===== src/sv/spm_pkg.sv =====
package spm_pkg;

  localparam int LEN_W      = 6;
  localparam int SYM_W      = 8;
  localparam int WORD_W     = 64;
  localparam int WORD_COUNT = 4;
  localparam int CHARS_PER_WORD = WORD_W / SYM_W;
  localparam int CFG_IDX_W  = 3;
  localparam int IN_TDATA_W  = 8;
  localparam int OUT_TDATA_W = 16;

  localparam logic [CFG_IDX_W-1:0] CFG_PATTERN_LENGTH = 3'd0;
  localparam logic [CFG_IDX_W-1:0] CFG_PATTERN_WORD_0 = 3'd1;
  localparam logic [CFG_IDX_W-1:0] CFG_PATTERN_WORD_1 = 3'd2;
  localparam logic [CFG_IDX_W-1:0] CFG_PATTERN_WORD_2 = 3'd3;
  localparam logic [CFG_IDX_W-1:0] CFG_PATTERN_WORD_3 = 3'd4;

  localparam logic [LEN_W-1:0] PATTERN_LENGTH_RESET = 6'd1;

  typedef enum logic [1:0] {
    OUTCOME_NONE     = 2'd0,
    OUTCOME_EXTEND   = 2'd1,
    OUTCOME_FALLBACK = 2'd2
  } outcome_t;

  typedef struct packed {
    logic full;
    logic empty;
  } queue_status_t;

endpackage


===== src/sv/streaming_prefix_progress_matcher.sv =====
// Each input symbol is written into the queue, popped by the back end and registered in the
// output stage before its result appears on out_tdata.
// Throughput: one symbol per cycle while out_tready is high, set by the back-end mask update.
// A four-entry queue between the compare front end and the state back end absorbs stalls.
// Reset is synchronous and active low; it clears the match state, the queue and the
// output stage, and returns the pattern length to one and the pattern words to zero.
module streaming_prefix_progress_matcher #(
  parameter int PATTERN_MAX = 32,
  parameter int QUEUE_DEPTH = 4
) (
  input  logic                            clk,
  input  logic                            rst_n,
  input  logic                            cfg_valid,
  output logic                            cfg_ready,
  input  logic [spm_pkg::CFG_IDX_W-1:0]    cfg_index,
  input  logic [spm_pkg::WORD_W-1:0]       cfg_data,
  input  logic                            in_tvalid,
  output logic                            in_tready,
  // [7:0] symbol
  input  logic [spm_pkg::IN_TDATA_W-1:0]   in_tdata,
  output logic                            out_tvalid,
  input  logic                            out_tready,
  // [5:0] longest_partial, [7:6] outcome, [13:8] best_ever, [14] found, [15] zero
  output logic [spm_pkg::OUT_TDATA_W-1:0]  out_tdata
);
  import spm_pkg::*;

  queue_status_t          q_status;
  logic                   q_push;
  logic                   q_pop;
  logic [PATTERN_MAX-1:0] push_hits;
  logic [PATTERN_MAX-1:0] pop_hits;
  logic [LEN_W-1:0]       len_eff;
  logic [LEN_W-1:0]       out_longest;
  outcome_t               out_outcome;
  logic [LEN_W-1:0]       out_best;
  logic                   out_found;

  spm_front #(
    .PATTERN_MAX(PATTERN_MAX)
  ) u_front (
    .clk       (clk),
    .rst_n     (rst_n),
    .cfg_valid (cfg_valid),
    .cfg_ready (cfg_ready),
    .cfg_index (cfg_index),
    .cfg_data  (cfg_data),
    .in_tvalid (in_tvalid),
    .in_tready (in_tready),
    .in_symbol (in_tdata[SYM_W-1:0]),
    .q_status  (q_status),
    .q_push    (q_push),
    .q_hits    (push_hits),
    .len_eff   (len_eff)
  );

  spm_queue #(
    .WIDTH(PATTERN_MAX),
    .DEPTH(QUEUE_DEPTH)
  ) u_queue (
    .clk       (clk),
    .rst_n     (rst_n),
    .push      (q_push),
    .push_data (push_hits),
    .pop       (q_pop),
    .pop_data  (pop_hits),
    .status    (q_status)
  );

  spm_back #(
    .PATTERN_MAX(PATTERN_MAX)
  ) u_back (
    .clk         (clk),
    .rst_n       (rst_n),
    .q_status    (q_status),
    .q_hits      (pop_hits),
    .q_pop       (q_pop),
    .len_eff     (len_eff),
    .out_tvalid  (out_tvalid),
    .out_tready  (out_tready),
    .out_longest (out_longest),
    .out_outcome (out_outcome),
    .out_best    (out_best),
    .out_found   (out_found)
  );

  assign out_tdata = {1'b0, out_found, out_best, out_outcome, out_longest};

endmodule


===== src/sv/spm_front.sv =====
module spm_front #(
  parameter int PATTERN_MAX = 32
) (
  input  logic                         clk,
  input  logic                         rst_n,
  input  logic                         cfg_valid,
  output logic                         cfg_ready,
  input  logic [spm_pkg::CFG_IDX_W-1:0] cfg_index,
  input  logic [spm_pkg::WORD_W-1:0]    cfg_data,
  input  logic                         in_tvalid,
  output logic                         in_tready,
  input  logic [spm_pkg::SYM_W-1:0]     in_symbol,
  input  spm_pkg::queue_status_t       q_status,
  output logic                         q_push,
  output logic [PATTERN_MAX-1:0]       q_hits,
  output logic [spm_pkg::LEN_W-1:0]     len_eff
);
  import spm_pkg::*;

  logic [LEN_W-1:0]  len_r;
  logic [WORD_W-1:0] word_r [WORD_COUNT];

  assign cfg_ready = 1'b1;

  always_ff @(posedge clk) begin
    if (!rst_n) begin
      len_r <= PATTERN_LENGTH_RESET;
      for (int w = 0; w < WORD_COUNT; w++) begin
        word_r[w] <= '0;
      end
    end else if (cfg_valid && cfg_ready) begin
      unique case (cfg_index)
        CFG_PATTERN_LENGTH: len_r <= cfg_data[LEN_W-1:0];
        CFG_PATTERN_WORD_0: word_r[0] <= cfg_data;
        CFG_PATTERN_WORD_1: word_r[1] <= cfg_data;
        CFG_PATTERN_WORD_2: word_r[2] <= cfg_data;
        CFG_PATTERN_WORD_3: word_r[3] <= cfg_data;
        default: ;
      endcase
    end
  end

  always_comb begin
    if (len_r == '0) begin
      len_eff = LEN_W'(1);
    end else if (len_r > LEN_W'(PATTERN_MAX)) begin
      len_eff = LEN_W'(PATTERN_MAX);
    end else begin
      len_eff = len_r;
    end
  end

  always_comb begin
    for (int i = 0; i < PATTERN_MAX; i++) begin
      q_hits[i] = (word_r[i / CHARS_PER_WORD][(i % CHARS_PER_WORD) * SYM_W +: SYM_W]
                   == in_symbol) && (LEN_W'(i) < len_eff);
    end
  end

  assign in_tready = !q_status.full;
  assign q_push    = in_tvalid && in_tready;

endmodule


===== src/sv/spm_queue.sv =====
module spm_queue #(
  parameter int WIDTH = 32,
  parameter int DEPTH = 4
) (
  input  logic                   clk,
  input  logic                   rst_n,
  input  logic                   push,
  input  logic [WIDTH-1:0]       push_data,
  input  logic                   pop,
  output logic [WIDTH-1:0]       pop_data,
  output spm_pkg::queue_status_t status
);
  import spm_pkg::*;

  localparam int AW = (DEPTH > 1) ? $clog2(DEPTH) : 1;
  localparam int CW = $clog2(DEPTH + 1);

  logic [WIDTH-1:0] mem_r [DEPTH];
  logic [AW-1:0]    wr_ptr_r, wr_ptr_nxt;
  logic [AW-1:0]    rd_ptr_r, rd_ptr_nxt;
  logic [CW-1:0]    cnt_r, cnt_nxt;

  assign status.full  = (cnt_r == CW'(DEPTH));
  assign status.empty = (cnt_r == '0);
  assign pop_data     = mem_r[rd_ptr_r];

  always_comb begin
    wr_ptr_nxt = wr_ptr_r;
    rd_ptr_nxt = rd_ptr_r;
    cnt_nxt    = cnt_r;
    if (push) begin
      wr_ptr_nxt = (wr_ptr_r == AW'(DEPTH - 1)) ? '0 : wr_ptr_r + AW'(1);
    end
    if (pop) begin
      rd_ptr_nxt = (rd_ptr_r == AW'(DEPTH - 1)) ? '0 : rd_ptr_r + AW'(1);
    end
    if (push && !pop) begin
      cnt_nxt = cnt_r + CW'(1);
    end else if (pop && !push) begin
      cnt_nxt = cnt_r - CW'(1);
    end
  end

  always_ff @(posedge clk) begin
    if (!rst_n) begin
      wr_ptr_r <= '0;
      rd_ptr_r <= '0;
      cnt_r    <= '0;
    end else begin
      wr_ptr_r <= wr_ptr_nxt;
      rd_ptr_r <= rd_ptr_nxt;
      cnt_r    <= cnt_nxt;
    end
  end

  always_ff @(posedge clk) begin
    if (push) begin
      mem_r[wr_ptr_r] <= push_data;
    end
  end

endmodule


===== src/sv/spm_back.sv =====
module spm_back #(
  parameter int PATTERN_MAX = 32
) (
  input  logic                          clk,
  input  logic                          rst_n,
  input  spm_pkg::queue_status_t        q_status,
  input  logic [PATTERN_MAX-1:0]        q_hits,
  output logic                          q_pop,
  input  logic [spm_pkg::LEN_W-1:0]      len_eff,
  output logic                          out_tvalid,
  input  logic                          out_tready,
  output logic [spm_pkg::LEN_W-1:0]      out_longest,
  output spm_pkg::outcome_t             out_outcome,
  output logic [spm_pkg::LEN_W-1:0]      out_best,
  output logic                          out_found
);
  import spm_pkg::*;

  logic [PATTERN_MAX-1:0] active_r, active_nxt;
  logic [LEN_W-1:0]       prev_r, prev_nxt;
  logic [LEN_W-1:0]       best_r, best_nxt;
  logic                   done_r, done_nxt;
  logic                   valid_r;
  logic [LEN_W-1:0]       longest_r;
  outcome_t               outcome_r, outcome_nxt;
  logic [PATTERN_MAX-1:0] mask;
  logic [LEN_W-1:0]       longest;

  assign q_pop = !q_status.empty && (!valid_r || out_tready);

  always_comb begin
    mask    = {active_r[PATTERN_MAX-1:0] << 1} | PATTERN_MAX'(1);
    mask    = mask & q_hits;
    longest = '0;
    for (int i = 0; i < PATTERN_MAX; i++) begin
      if (mask[i]) begin
        longest = LEN_W'(i + 1);
      end
    end
  end

  always_comb begin
    active_nxt  = active_r;
    prev_nxt    = prev_r;
    best_nxt    = best_r;
    done_nxt    = done_r;
    outcome_nxt = OUTCOME_NONE;
    if (!done_r) begin
      active_nxt = mask;
      prev_nxt   = longest;
      if (longest > best_r) begin
        best_nxt = longest;
      end
      if (longest == len_eff) begin
        done_nxt = 1'b1;
      end
      if (longest == prev_r + LEN_W'(1)) begin
        outcome_nxt = OUTCOME_EXTEND;
      end else if (longest != '0) begin
        outcome_nxt = OUTCOME_FALLBACK;
      end
    end
  end

  always_ff @(posedge clk) begin
    if (!rst_n) begin
      active_r <= '0;
      prev_r   <= '0;
      best_r   <= '0;
      done_r   <= 1'b0;
      valid_r  <= 1'b0;
    end else begin
      if (q_pop) begin
        active_r <= active_nxt;
        prev_r   <= prev_nxt;
        best_r   <= best_nxt;
        done_r   <= done_nxt;
        valid_r  <= 1'b1;
      end else if (out_tready) begin
        valid_r  <= 1'b0;
      end
    end
  end

  always_ff @(posedge clk) begin
    if (q_pop) begin
      longest_r <= prev_nxt;
      outcome_r <= outcome_nxt;
    end
  end

  assign out_tvalid  = valid_r;
  assign out_longest = longest_r;
  assign out_outcome = outcome_r;
  assign out_best    = best_r;
  assign out_found   = done_r;

endmodule


===== config.mk =====
export PLATFORM = sky130hd
export DESIGN_NAME = streaming_prefix_progress_matcher
export DESIGN_NICKNAME = d
export VERILOG_FILES = /design/src/sv/spm_pkg.sv /design/src/sv/streaming_prefix_progress_matcher.sv /design/src/sv/spm_front.sv /design/src/sv/spm_queue.sv /design/src/sv/spm_back.sv
export SDC_FILE = /design/constraint.sdc
export NUM_CORES = 1
export LEC_CHECK = 0
export BUFFER_PORTS_ARGS = -buffer_cell sky130_fd_sc_hd__buf_2
export CAP_MARGIN = 20
export CORE_AREA = 2 2 180 270
export DETAILED_ROUTE_END_ITERATION = 10
export DIE_AREA = 0 0 182 272
export PLACE_DENSITY = 0.63
export SLEW_MARGIN = 20
export SYNTH_ARGS = -nofsm -noshare
export SYNTH_HDL_FRONTEND = slang
export SYNTH_SLANG_ARGS = --single-unit

===== constraint.sdc =====
create_clock -name clk -period 9.7 [get_ports clk]
set_input_delay 0 -clock clk [delete_from_list [all_inputs] [get_ports clk]]
set_output_delay 0 -clock clk [all_outputs]
set_load 0.01 [all_outputs]

# [Word-level counts from Yosys, hierarchy flattened]
# Memories as Yosys holds them, arrays and structs flattened. A register that Yosys moved wholly into a read port is not among the register bits.
# Index checks and enable logic that the tools add are counted.
[totals] mem_count=2 out_inout_bits=19 mem_bits_rw=384 input_bits=80 word_cells=222 ff_bits=66
[memory_table] memory="u_front.word_r" depth=4 word_bits=64 rd=4 rd_clocked_by_memory_dff=0 wr=4 line="spm_front.sv:21" rtl="logic [WORD_W-1:0] word_r [WORD_COUNT];"
[memory_table] memory="u_queue.mem_r" depth=4 word_bits=32 rd=1 rd_clocked_by_memory_dff=1 wr=1 line="spm_queue.sv:18" rtl="logic [WIDTH-1:0] mem_r [DEPTH];"
[op_classes] bitwise=6 magnitude_cmp=34 reduce_logical=52 add_sub_neg=5 mux=70 n_eq_ne=41
[op_table] op="== test 8 bit" count=32
[op_table] op="two-way mux 64 bit" count=4
[op_table] op="two-way mux 6 bit" count=33
[op_table] op="< comparator 5 x 6 -> 1 bit, first input constant" count=16
[op_table] op="< comparator 4 x 6 -> 1 bit, first input constant" count=8
[op_table] op="logical AND 1 bit" count=36
[op_table] op="bitwise AND 32 bit" count=1
[op_table] op="two-way mux 1 bit" count=25
[op_table] op="< comparator 3 x 6 -> 1 bit, first input constant" count=4
[op_table] op="== test 6 bit" count=2
[op_table] op="< comparator 1 x 6 -> 1 bit, first input constant" count=2
[op_table] op="< comparator 2 x 6 -> 1 bit, first input constant" count=2
[op_table] op="two-way mux 2 bit" count=6
[op_table] op="adder 6 x 1 -> 6 bit, second input constant" count=1
[op_table] op="== test 3 x 2 -> 1 bit, second input constant" count=2
[op_table] op="== test 3 bit, second input constant" count=2
[op_table] op="> comparator 6 bit" count=1
[op_table] op="> comparator 6 bit, second input constant" count=1
[op_table] op="zero test 3 bit" count=2
[op_table] op="zero test 6 bit" count=1
[op_table] op="two-way mux 3 bit" count=2
[op_table] op="nonzero test 6 bit" count=1
[op_table] op="zero test 1 bit" count=5
[op_table] op="adder 2 x 1 -> 2 bit, second input constant" count=2
[op_table] op="11 further kinds" count=17

# [Longest topological paths before layout]
[depth] depth_word=36 mapped_depth=19 ltp_nobuf=16

# [Hierarchy]
# From an unflattened synthesis, not the netlist that was laid out.
[hier_totals] hier_cells=1584 area_unflattened_um2=21190.3
[by_module_without_submodules] module="spm_front" cells_each=1014 area_each_um2=13113.8 seq_area_each_um2=7807.5 instances=1
[by_module_without_submodules] module="spm_queue" cells_each=211 area_each_um2=5116.2 seq_area_each_um2=4023.9 instances=1
[by_module_without_submodules] module="spm_back" cells_each=356 area_each_um2=2941.6 seq_area_each_um2=1141.1 instances=1
[by_module_without_submodules] module="streaming_prefix_progress_matcher" cells_each=3 area_each_um2=18.8 seq_area_each_um2=0.0 instances=1

# [Least setup slack after synthesis]
# No wires, ideal clock.
[synth_path] path_kind="input to register" start="input cfg_valid" end="memory u_front.word_r[1][0], enable pin" arrival_time_ns=4.792 n_path_buf=0 cell_stages=2 path_slack_ns=4.327 setup_ns=0.582 required_ns=9.118 path_cell_list="nand2_1 -> o31ai_1"
[synth_lines] item="start: declaration" line="streaming_prefix_progress_matcher.sv:13" rtl="input logic cfg_valid,"
[synth_lines] item="end: declaration" line="spm_front.sv:21"

==> impl_metrics.env <==
export IMPL_hold_buffers=72
export IMPL_std_cell_rows=98
export IMPL_finalNonFillerCells=2389
export IMPL_setup_tns_ns=0
export IMPL_syn_instance_count=1605
export IMPL_min_to="u_front.len_r[5]"
export IMPL_yosys_top_cells_count="edfxtp_1 (392), and2_1 (265), xnor2_1 (205), nor2_1 (95), clkbuf_1 (72)"
export IMPL_synth_area_per_cell_um2=13.0
export IMPL_cap_violations=0
export IMPL_worst_setup_path_end_kind="register"
export IMPL_finalClockSkew_ns=0.0226
export IMPL_rsz0062_at_grt="no"
export IMPL_wirelength_um=50100
export IMPL_synth_nets=1699
export IMPL_clockBufferDepth=3
export IMPL_ctsResizeCount=0
export IMPL_synth_top_area_share_pct=56.2
export IMPL_num_vias=12800
export IMPL_grt_pass1_wl_um=76700
export IMPL_dp_cells=2234
export IMPL_tritoncts="done"
export IMPL_fmax_mhz=240
export IMPL_ioPinCount=99
export IMPL_portBuffers=96
export IMPL_whs_path_depth=4
export IMPL_reg2reg_slack_ns=5.53
export IMPL_synth_edf_count=392
export IMPL_synth_largest_area_cell="edfxtp_1"
export IMPL_cts_sinks=452
export IMPL_die_w_um=182
export IMPL_antenna_left=0
export IMPL_p_leak_nw=8.39
export IMPL_yosys_register_bits=452
export IMPL_ys_async_sr_fraction_pct=0
export IMPL_antenna_found_initial=0
export IMPL_yosysMostFrequentCell="edfxtp_1"
export IMPL_synth_area_leaders="edfxtp_1 (56%), xnor2_1 (8.6%), and2_1 (7.9%), dfxtp_1 (5.7%), mux4_2 (3.3%)"
export IMPL_insertedDiodeCount=0
export IMPL_finalSetupViolCount=0
export IMPL_cts_buffers=45
export IMPL_core_mm2=0.0473
export IMPL_dieHeight_um=272
export IMPL_routabilityCongestion=0.838
export IMPL_ir_drop_mv=0.160
export IMPL_drtPass1Iterations=5
export IMPL_ys_warn_count=0
export IMPL_netlist_area_mm2=0.0209
export IMPL_grt_total_usage_pct=20.4
export IMPL_synth_flop_cell="edfxtp_1"
export IMPL_crit_required_ns=10.17
export IMPL_path_clk_slew_ns=0.06
export IMPL_die_area_mm2=0.0495
export IMPL_hp_class="input pin to register"
export IMPL_drt_iter0_drc=848
export IMPL_slew_viol_final=0
export IMPL_clock_latency_ns=0.55
export IMPL_fin_crit_sh_pct=42.9
export IMPL_drive_gt1_share_pct=14.6
export IMPL_status="complete, no violations"
export IMPL_hold_violations=0
export IMPL_post_route_util_pct=51.3
export IMPL_ys_types=68
export IMPL_critPathKind="register to register"
export IMPL_worstPathMaxFanout=33
export IMPL_synth_seq_area_share_pct=62.0
export IMPL_max_slew_margin_rel_pct=32.0
export IMPL_drc=0
export IMPL_grt_max_degree=65
export IMPL_root_buffer="clkbuf_16"
export IMPL_start_kind="register"
export IMPL_vias_per_cell=5.34
export IMPL_tightest_slew_ns=0.994
export IMPL_wl_per_cell_um=21.0
export IMPL_start_util_pct=44.2
export IMPL_nNetsFinal=1847
export IMPL_reg2reg_depth=14
export IMPL_hp_start="cfg_index[2]"
export IMPL_overflow=0
export IMPL_r2r_end="u_back.out_best[0]"
export IMPL_dp_hpwl_um=32000
export IMPL_post_cts_buffers=0
export IMPL_final_min_clock_period_ns=4.17
export IMPL_synthToLayoutAreaGrowth_pct=15.9
export IMPL_pwr_density_cell_mw_per_mm2=217
export IMPL_arrival_ns=4.63
export IMPL_grt_pass1_vias=13100
export IMPL_htree_levels=2
sequential cells by signal, indices dropped and copies added, names as in the netlist, named ones only:
| register | count |
|---|---|
| u_queue.rd_ptr_r | 2 |
| u_back.prev_r | 6 |
| u_queue.cnt_r | 3 |
| u_back.out_found | 1 |
| u_front.len_r | 6 |
| u_queue.wr_ptr_r | 2 |
| u_back.out_best | 6 |
| u_back.out_longest | 6 |
| u_back.out_outcome | 2 |
| u_front.word_r | 256 |
| u_back.active_r | 31 |
| u_queue.mem_r | 128 |
| u_back.out_tvalid | 1 |
routing by layer:
layer | track usage, % | share of wire, %
met3 | 2.55 | 3.9
met2 | 38.3 | 54
met5 | 0 | 0
met4 | 6.66 | 2.8
met1 | 24.0 | 40
stage by stage:
step                hold slack [ns]  worst slack [ns]  instance area [um^2]  total power (W)
floorplan                    0.0619              4.33                 20900          0.00325
global placement              0.308              5.59                 22000          0.00350
detailed placement            0.311              5.57                 22000          0.00352
CTS                         0.00335              5.54                 24300          0.00532
global route                 0.0578              5.10                 24300          0.00551
finish                       0.0360              5.53                 24300          0.00528
cell usage in the layout (no fill, tap or decap), drive strengths merged, types with 4 or more instances in the layout:
master / n
edfxtp: 392
dlygate4sd3: 72
o21ai: 21
dfxtp: 60
or2: 4
a211oi: 18
a2111oi: 4
clkbuf: 61
and2: 265
xnor2: 205
mux2: 4
bufinv: 5
inv: 20
nor3: 23
nand2: 68
a21oi: 65
and3: 8
mux4: 31
a21o: 4
buf: 125
xor2: 63
ha: 13
or4: 4
nand3: 15
nor4: 17
mux2i: 12
clkinv: 12
nor2: 95
nand4: 55
o31ai: 5
layout make-up:
class | count | area, um^2
Multi-Input combinational cell | 1042 | 7560
Tap cell | 600 | 751
Sequential cell | 452 | 13000
Clock buffer | 61 | 1260
Timing Repair Buffer | 197 | 1420
Fill cell | 4027 | 23100
Inverter | 15 | 56.3
Clock inverter | 22 | 248
critical path, cell delays in order, from the launching register on:
cell	delay, ns
dfxtp_2	0.32
buf_4	0.49
mux4_2	0.60
a22o_1	0.29
nor3b_1	0.27
nand3_1	0.14
o21ai_2	0.23
nand2_2	0.17
ha_1	0.33
a21o_1	0.10
a21oi_1	0.06
o21ai_0	0.14
o211ai_1	0.35
or3_1	0.43
a21oi_1	0.12
cells by family after synthesis:
family	count (synthesis)	share of synthesized area [%]
fa+ha+maj	14	0.873
other cells	2	0.0359
xor+xnor	268	11.2
flops	452	62.0
compound gates	135	4.05
mux	47	4.12
simple gates	576	15.5
buf+inv	111	2.26
power breakdown:
group | switching [W] | total [W] | internal, W
sequential | 0.0000838 | 0.00239 | 0.00230
combinational | 0.000629 | 0.00111 | 0.000479
clock | 0.000735 | 0.00178 | 0.00105
total | 0.00145 | 0.00528 | 0.00383
worst max path at each step:
stage,start,to,slack (ns),depth (start not counted)
after global routing,register,u_back.out_best[0],5.10,14
after CTS,register,u_back.out_best[0],5.54,14
final,register,u_back.out_best[0],5.53,14
after global placement,register,u_back.out_best[0],5.59,14
after detailed placement,register,u_back.out_best[4],5.57,14
after floorplan,cfg_valid,u_front.word_r[1][0],4.33,2
Power figures use the tool's default switching activity.
